[config.mk]
export PLATFORM = sky130hd
export DESIGN_NAME = nmcl_ctrl
export DESIGN_NICKNAME = d
export VERILOG_FILES = /design/src/rtl/nmcl_pkg.sv /design/src/rtl/nmcl_ctrl.sv
export SDC_FILE = /design/constraint.sdc
export NUM_CORES = 1
export LEC_CHECK = 0
export BUFFER_PORTS_ARGS = -buffer_cell sky130_fd_sc_hd__buf_2
export CAP_MARGIN = 20
export CORE_AREA = 2 2 39 41
export CTS_CLUSTER_SIZE = 25
export DETAILED_ROUTE_END_ITERATION = 10
export DIE_AREA = 0 0 41 43
export GPL_ROUTABILITY_DRIVEN = 0
export PLACE_DENSITY = 0.71
export RECOVER_POWER = 100
export SLEW_MARGIN = 20
export SYNTH_ARGS = -nofsm -noshare
export SYNTH_HDL_FRONTEND = slang
export SYNTH_SLANG_ARGS = --single-unit
[constraint.sdc]
create_clock -name clk_i -period 2.8 [get_ports clk_i]
set_clock_uncertainty 0.2 [all_clocks]
set_input_delay 0 -clock clk_i [delete_from_list [all_inputs] [get_ports clk_i]]
set_output_delay 0 -clock clk_i [all_outputs]
set_load 0.005 [all_outputs]
[src/rtl/nmcl_pkg.sv]
// Package for the nonuniform mesh cell locator: widths, request codes and
// controller-to-datapath command and status types. No dependencies.
`default_nettype none
package nmcl_pkg;
  localparam int MaxCells   = 1024;
  localparam int CoordBits  = 32;
  localparam int FracBits   = 16;
  localparam int IdxBits    = $clog2(MaxCells);      // 10
  localparam int CntBits    = IdxBits + 1;           // 11
  localparam int NodeDepth  = MaxCells + 1;
  localparam int NodeAddrW  = $clog2(NodeDepth);     // 11
  localparam int FracCntW   = $clog2(FracBits + 1);

  localparam logic [1:0] ReqNode   = 2'd0;
  localparam logic [1:0] ReqWidth  = 2'd1;
  localparam logic [1:0] ReqLocate = 2'd2;

  localparam logic [1:0] AxisX = 2'd0;
  localparam logic [1:0] AxisY = 2'd1;
  localparam logic [1:0] AxisZ = 2'd2;

  // Command bundle from the controller to the datapath.
  typedef struct packed {
    logic       capture;    // latch locate position
    logic       axis_start; // init search of current axis
    logic       rd_bounds0; // read node 0
    logic       rd_boundsn; // read node n
    logic       chk_low;    // compare against node 0
    logic       chk_high;   // compare against node n
    logic       rd_mid;     // read node at mid
    logic       step;       // apply probe result
    logic       rd_base;    // read node lo and width lo
    logic       div_init;   // set up division
    logic       div_step;   // one quotient bit
    logic       axis_done;  // store axis result
    logic       clear_res;  // zero result (outside)
    logic [1:0] axis;
  } nmcl_cmd_t;

  // Status bundle from the datapath to the controller.
  typedef struct packed {
    logic outside;     // last bounds check failed
    logic search_done; // hi == lo + 1
    logic div_done;    // all quotient bits produced, or saturated or zero
  } nmcl_sts_t;
endpackage
`default_nettype wire

[src/rtl/nmcl_ctrl.sv]
// Controller state machine sequencing search and division per axis.
// Depends on nmcl_pkg.
`default_nettype none
module nmcl_ctrl (
  input  wire                  clk_i,
  input  wire                  rst_ni,
  input  wire                  start_i,
  input  wire                  out_taken_i,
  input  nmcl_pkg::nmcl_sts_t  sts_i,
  output nmcl_pkg::nmcl_cmd_t  cmd_o,
  output logic                 busy_o,
  output logic                 out_valid_o
);
  import nmcl_pkg::*;

  localparam logic [3:0] StIdle  = 4'd0;
  localparam logic [3:0] StInit  = 4'd1;
  localparam logic [3:0] StRdLo  = 4'd2;
  localparam logic [3:0] StChkLo = 4'd3;
  localparam logic [3:0] StChkHi = 4'd4;
  localparam logic [3:0] StTest  = 4'd5;
  localparam logic [3:0] StRdMid = 4'd6;
  localparam logic [3:0] StStep  = 4'd7;
  localparam logic [3:0] StRdB   = 4'd8;
  localparam logic [3:0] StDivI  = 4'd9;
  localparam logic [3:0] StDiv   = 4'd10;
  localparam logic [3:0] StDone  = 4'd11;
  localparam logic [3:0] StOut   = 4'd12;
  localparam logic [3:0] StRdHi  = 4'd13;

  logic [3:0] state_q, state_d;
  logic [1:0] axis_q, axis_d;

  always_ff @(posedge clk_i or negedge rst_ni) begin
    if (!rst_ni) begin
      state_q <= StIdle;
      axis_q  <= AxisX;
    end else begin
      state_q <= state_d;
      axis_q  <= axis_d;
    end
  end

  // Next state and command decode.
  always_comb begin
    state_d = state_q;
    axis_d  = axis_q;
    cmd_o   = '0;
    cmd_o.axis = axis_q;
    case (state_q)
      StIdle: if (start_i) begin
        cmd_o.capture = 1'b1;
        axis_d  = AxisX;
        state_d = StInit;
      end
      StInit: begin
        cmd_o.axis_start = 1'b1;
        state_d = StRdLo;
      end
      StRdLo: begin
        cmd_o.rd_bounds0 = 1'b1;
        state_d = StChkLo;
      end
      StChkLo: begin
        cmd_o.chk_low = 1'b1;
        state_d = StRdHi;
      end
      StRdHi: begin
        if (sts_i.outside) begin
          cmd_o.clear_res = 1'b1;
          state_d = StOut;
        end else begin
          cmd_o.rd_boundsn = 1'b1;
          state_d = StChkHi;
        end
      end
      StChkHi: begin
        cmd_o.chk_high = 1'b1;
        state_d = StTest;
      end
      StTest: begin
        if (sts_i.outside) begin
          cmd_o.clear_res = 1'b1;
          state_d = StOut;
        end else if (sts_i.search_done) begin
          state_d = StRdB;
        end else begin
          state_d = StRdMid;
        end
      end
      StRdMid: begin
        cmd_o.rd_mid = 1'b1;
        state_d = StStep;
      end
      StStep: begin
        cmd_o.step = 1'b1;
        state_d = StTest;
      end
      StRdB: begin
        cmd_o.rd_base = 1'b1;
        state_d = StDivI;
      end
      StDivI: begin
        cmd_o.div_init = 1'b1;
        state_d = StDiv;
      end
      StDiv: begin
        if (sts_i.div_done) state_d = StDone;
        else cmd_o.div_step = 1'b1;
      end
      StDone: begin
        cmd_o.axis_done = 1'b1;
        if (axis_q == AxisZ) begin
          state_d = StOut;
        end else begin
          axis_d  = axis_q + 2'd1;
          state_d = StInit;
        end
      end
      StOut: if (out_taken_i) state_d = StIdle;
      default: state_d = StIdle;
    endcase
  end

  assign busy_o      = (state_q != StIdle);
  assign out_valid_o = (state_q == StOut);
endmodule
`default_nettype wire

After elaboration in Yosys (flattened, before gate mapping)
Index checks and enable logic that the tools add are counted.

storage, ports and cells
  flip-flop bits (word level) = 6
  bits in latches = 0
  bits in writable memories = 0
  memory bits (read-only) = 0
  bits of input ports = 7
  output and inout port bits = 17
  word-level logic and storage cells = 56
  memories kept = 0

cells by class
  add/sub/neg operators = 1
  multipliers = 0
  div/mod/pow operators = 0
  order comparisons = 0
  equal/unequal tests = 18
  shifts and indexed selects = 0
  multiplexer cells = 28
  bitwise gates (word level) = 0
  reduce and logical (&&, ||, !) cells = 7

operators by type and width
  kind                 count
  $pmux 4 s13          1
  $mux 4               7
  $eq 4x4->1 const B   6
  $mux 1               17
  $eq 4x3->1 const B   4
  $eq 4x2->1 const B   2
  $ne 2x2->1 const B   4
  $reduce_and 3->1     2
  $eq 4x1->1 const B   1
  $logic_not 4->1      1
  $mux 2               2
  $pmux 2 s2           1
  $reduce_bool 4->1    1
  $reduce_or 2->1      2
  $add 2x1->2 const B  1
  $eq 2x2->1 const B   1
  $reduce_bool 2->1    1

Depth between registers and ports, before layout
  depth after elaboration = 3
  gate-level depth with buffers = 5
  mapped depth without buffers = 5

Worst setup path before layout
Ideal clock, no wire load.

  kind = reg-to-reg
  from = reg axis_q[0]
  to = reg state_q[3]
  setup time = 0.104 ns
  arrival = 1.171 ns
  required time = 2.496 ns
  setup slack = 1.325 ns
  stages on the path, launching flop included = 6
  path buffers = 0
  period minus slack after synthesis = 1.475 ns
  cells stage by stage = dfrtp_1 -> inv_1 -> ha_1 -> and3b_2 -> a211o_1 -> o311ai_1

on the way
  longest elaborated chain between the ends = 3

RTL lines
  element                 RTL line          text
  from (decl)             nmcl_ctrl.sv:32   logic [1:0] axis_q, axis_d;
  from (signal assigned)  nmcl_ctrl.sv:37   axis_q <= AxisX;
  from (signal assigned)  nmcl_ctrl.sv:40   axis_q <= axis_d;
  $eq 2x2->1              nmcl_ctrl.sv:113  if (axis_q == AxisZ) begin
  $mux 4                  nmcl_ctrl.sv:113
  $pmux 4 s13             nmcl_ctrl.sv:50   case (state_q)
  to (signal assigned)    nmcl_ctrl.sv:36   state_q <= StIdle;
  to (signal assigned)    nmcl_ctrl.sv:39   state_q <= state_d;
  to (decl)               nmcl_ctrl.sv:31   logic [3:0] state_q, state_d;

Every way passes these cells.
A chain may end at the register's enable or synchronous reset.

Worst setup path in the final report
  from = reg state_q[2]
  to = reg state_q[1]

on the way
  longest elaborated chain between the ends = 3
  elaborated cells between the ends (all ways) = 20
  classes of those cells = eq/ne (16); mux (1); reduce/logical (3)

RTL lines
  element                                                                RTL line
  $eq 4x3->1, or another cell as far along                               nmcl_ctrl.sv:50
  $reduce_or 2->1 (no source line) / $ne 2x2->1 (equally long branches)  -
  $pmux 4 s13 / $reduce_and 3->1 (equally long branches)                 -

Several ways; a longest one is shown, not always the timed one.

==> qor.txt <==
WP depth: 4
Reg2reg start: state_q[2]$_DFFE_PN0P_
Avg Cell Area, Syn: 7.99 um2
CTS Buf Count: 3
Remaining Overflow, GRT: 0
Antenna Nets Post-Route: 0
Starting DRT DRC Count: 19
Final Cycle Share: 64.5%
First-pass GRT wire length: 2.44 mm
Worst Hold End: cmd_o[4]
H-tree levels: 1
Slowest CP cell: dfrtp_1
Mux cell area share after synthesis: 0%
Num rows: 14
Fin crit period: 1.81 ns
Worst path arrival time: 1.70 ns
Pwr Density: 977 nW/um2
Simple-Gate Fraction of Synth Area: 39.6%
Via/cell ratio: 5.39
Buf/Inv on CP: 1
Die Ht: 43 um
Syn_nets: 78
Hold Violations, Final: 0
Antenna diodes: 0
Most common cell after layout, fill and taps aside: clkbuf_1
Crit end category: flip-flop
Hold depth: 3
Post-DP HPWL: 950 um
Port Buffers: 23
Ports: 24
Seq cells post-synth: 6
Crit Path Category: flip-flop to flip-flop
Yosys top cell area share: 26.8%
Post-synthesis compound-gate area fraction: 20.1%
Worst vdd ir: 518 uV
Area Growth Syn to Fin: 28.0%
R2R setup slack: 0.99 ns
Critical Path Fanout Max: 15
Setup TNS: 0 ns
Max cap viols: 0
Main combinational cell family by area after synthesis: simple AND/OR/NAND/NOR gates
Cells after Synth: 70
Worst Path Required: 2.69 ns
Setup violations, final: 0
Slew headroom: 65.5%
Placed inst area: 647 um2
Synth cell types: 30
Final WL: 1.50 mm
Clock latency on the worst-skew pair: 0.25 ns
Reg2Reg Depth: 4
R2R Path End: state_q[1]$_DFFE_PN0P_
Die Area: 1760 um2
Max Buffers Root-to-Sink: 2
Startpoint of the worst hold path: sts_i[0]
Share of layout cells above drive strength 1: 15.5%
Tot GR Track Use: 20.0%
Post-route DRC: 0
Fillers: 143
Post-route cell area: 716 um2
Hold/Removal Path Class: input pin to output pin
DRT Pass-1 Iters: 4
Chip width: 41 um
Measured slew at the worst slew-check pin: 0.518 ns
Initial Utilization: 40.4%
Crit-path cells: o21ai_0, dlygate4sd3_1, nand2b_1, a221oi_1
Max-slew violation count: 0
Adder-Cell Fraction of Synth Area: 2.24%
Core box area: 1380 um2
End-of-flow core utilization: 51.7%
Area contributors post-synth: dfrtp_1 (27%), nor3_1 (8.1%), nand2_1 (4.7%)
Critical path launch point type: flip-flop
Synth area leader: dfrtp_1
NumNets Final: 107
Status: complete, no violations
Vias: 609
Vias in the first global route: 556
XOR/XNOR Fraction of Synth Area: 0%
Largest net degree at the start of global routing: 19
RSZ-0062 raised after global routing: no
CP delay by family, top: flip-flops
Sequential element share of the synthesized area: 26.8%
Ys Warns: 0
Cell area after synthesis: 559 um2
Clock sinks: 6
Most frequent cells in the layout: clkbuf_1 (13), nor3_1 (9), buf_2 (8)
Root buf cell: clkbuf_4
TritonCTS clock tree: yes
CP max stage delay: 0.59 ns
DR WL/cell: 13.3 um
Leak: 0.000316 uW
Max frequency: 554 MHz
Clock-pin slew on the worst setup and hold paths: 0.05 ns
Initial antenna violation count: 0
layer usage:
| layer | routed length (um) | vias to the layer above | track usage [%] | share of wire, % |
|---|---|---|---|---|
| met4 | 15 | 0 | 8.00 | 1.0 |
| met5 | 0 | - | 0 | 0 |
| met1 | 673 | 286 | 27.0 | 45 |
| li1 | - | 305 | - | - |
| met2 | 751 | 16 | 29.7 | 50 |
| met3 | 58 | 2 | 4.71 | 3.9 |
worst max path at each step:
stage / startpoint / endpoint / slack, ns
after floorplan: axis_q[0]$_DFFE_PN0P_ / state_q[3]$_DFFE_PN0P_ / 1.33
after detailed placement: state_q[1]$_DFFE_PN0P_ / state_q[0]$_DFFE_PN0P_ / 1.21
after CTS: state_q[2]$_DFFE_PN0P_ / state_q[1]$_DFFE_PN0P_ / 0.99
after global routing: state_q[2]$_DFFE_PN0P_ / state_q[1]$_DFFE_PN0P_ / 0.86
final: state_q[2]$_DFFE_PN0P_ / state_q[1]$_DFFE_PN0P_ / 0.99
after global placement: state_q[1]$_DFFE_PN0P_ / state_q[0]$_DFFE_PN0P_ / 1.20
power by group:
part           switching (uW)  internal [uW]  leakage (uW)  total [uW]
registers                 130            127     0.0000745         257
logic                     184            175      0.000228         360
clock network            33.8           48.7     0.0000138        82.5
total                     348            351      0.000316         699
final cells by class:
class / count / area, um2 / share of cell area (%)
Multi-Input combinational cell: 54 / 339 / 47.4
Timing Repair Buffer: 30 / 169 / 23.6
Sequential cell: 6 / 150 / 21.0
Clock buffer: 3 / 22.5 / 3.15
Tap cell: 16 / 20.0 / 2.80
Inverter: 4 / 15.0 / 2.10
worst register-to-register path, stage by stage, from the launching register on:
cell	delay [ns]
dfrtp_1	0.59
o21ai_0	0.14
dlygate4sd3_1	0.58
nand2b_1	0.07
a221oi_1	0.06
cells in the mapped netlist:
library cell,instances
nor3_1,9
nand2_1,7
dfrtp_1,6
nor2_1,6
inv_1,4
nand2b_1,4
nor3b_1,3
a21oi_1,2
and3_1,2
buf_2,2
buf_4,2
buf_6,2
nor2b_1,2
o21ai_0,2
o311ai_1,2
a211o_1,1
a21boi_0,1
a21o_1,1
a221oi_1,1
a22o_1,1
a32oi_1,1
and3b_2,1
ha_1,1
nand2b_2,1
nand4b_1,1
nor3b_2,1
o2bb2ai_1,1
o41ai_2,1
or2b_1,1
or4_1,1
cell families after synthesis:
kind of cell / count (synthesis)
and+or+nand+nor: 39
AOI/OAI and AO/OA: 14
buffers and inverters: 10
DFF: 6
adders and majority gates: 1
state kept, by name, indices dropped and copies added, names as in the netlist:
signal / count
state_q: 4
axis_q: 2
per-stage QoR:
stage / instances / total power, uW / setup slack [ns] / hold WS, ns
after floorplan: 70 / 549 / 1.33 / -0.496
after global placement: 103 / 610 / 1.20 / -0.370
after detailed placement: 103 / 619 / 1.21 / -0.369
after CTS: 113 / 717 / 0.995 / 0.0366
after global routing: 113 / 762 / 0.857 / 0.0470
final: 113 / 699 / 0.993 / 0.0225
timing repair:
| item | in CTS | in global routing |
|---|---|---|
| setup buffers | 0 | 0 |
| endpoints found under the hold margin | 10 | 0 |
| hold buffers | 7 | 0 |
| resized for setup | 0 | 0 |
(Power assumes the default switching activity.)
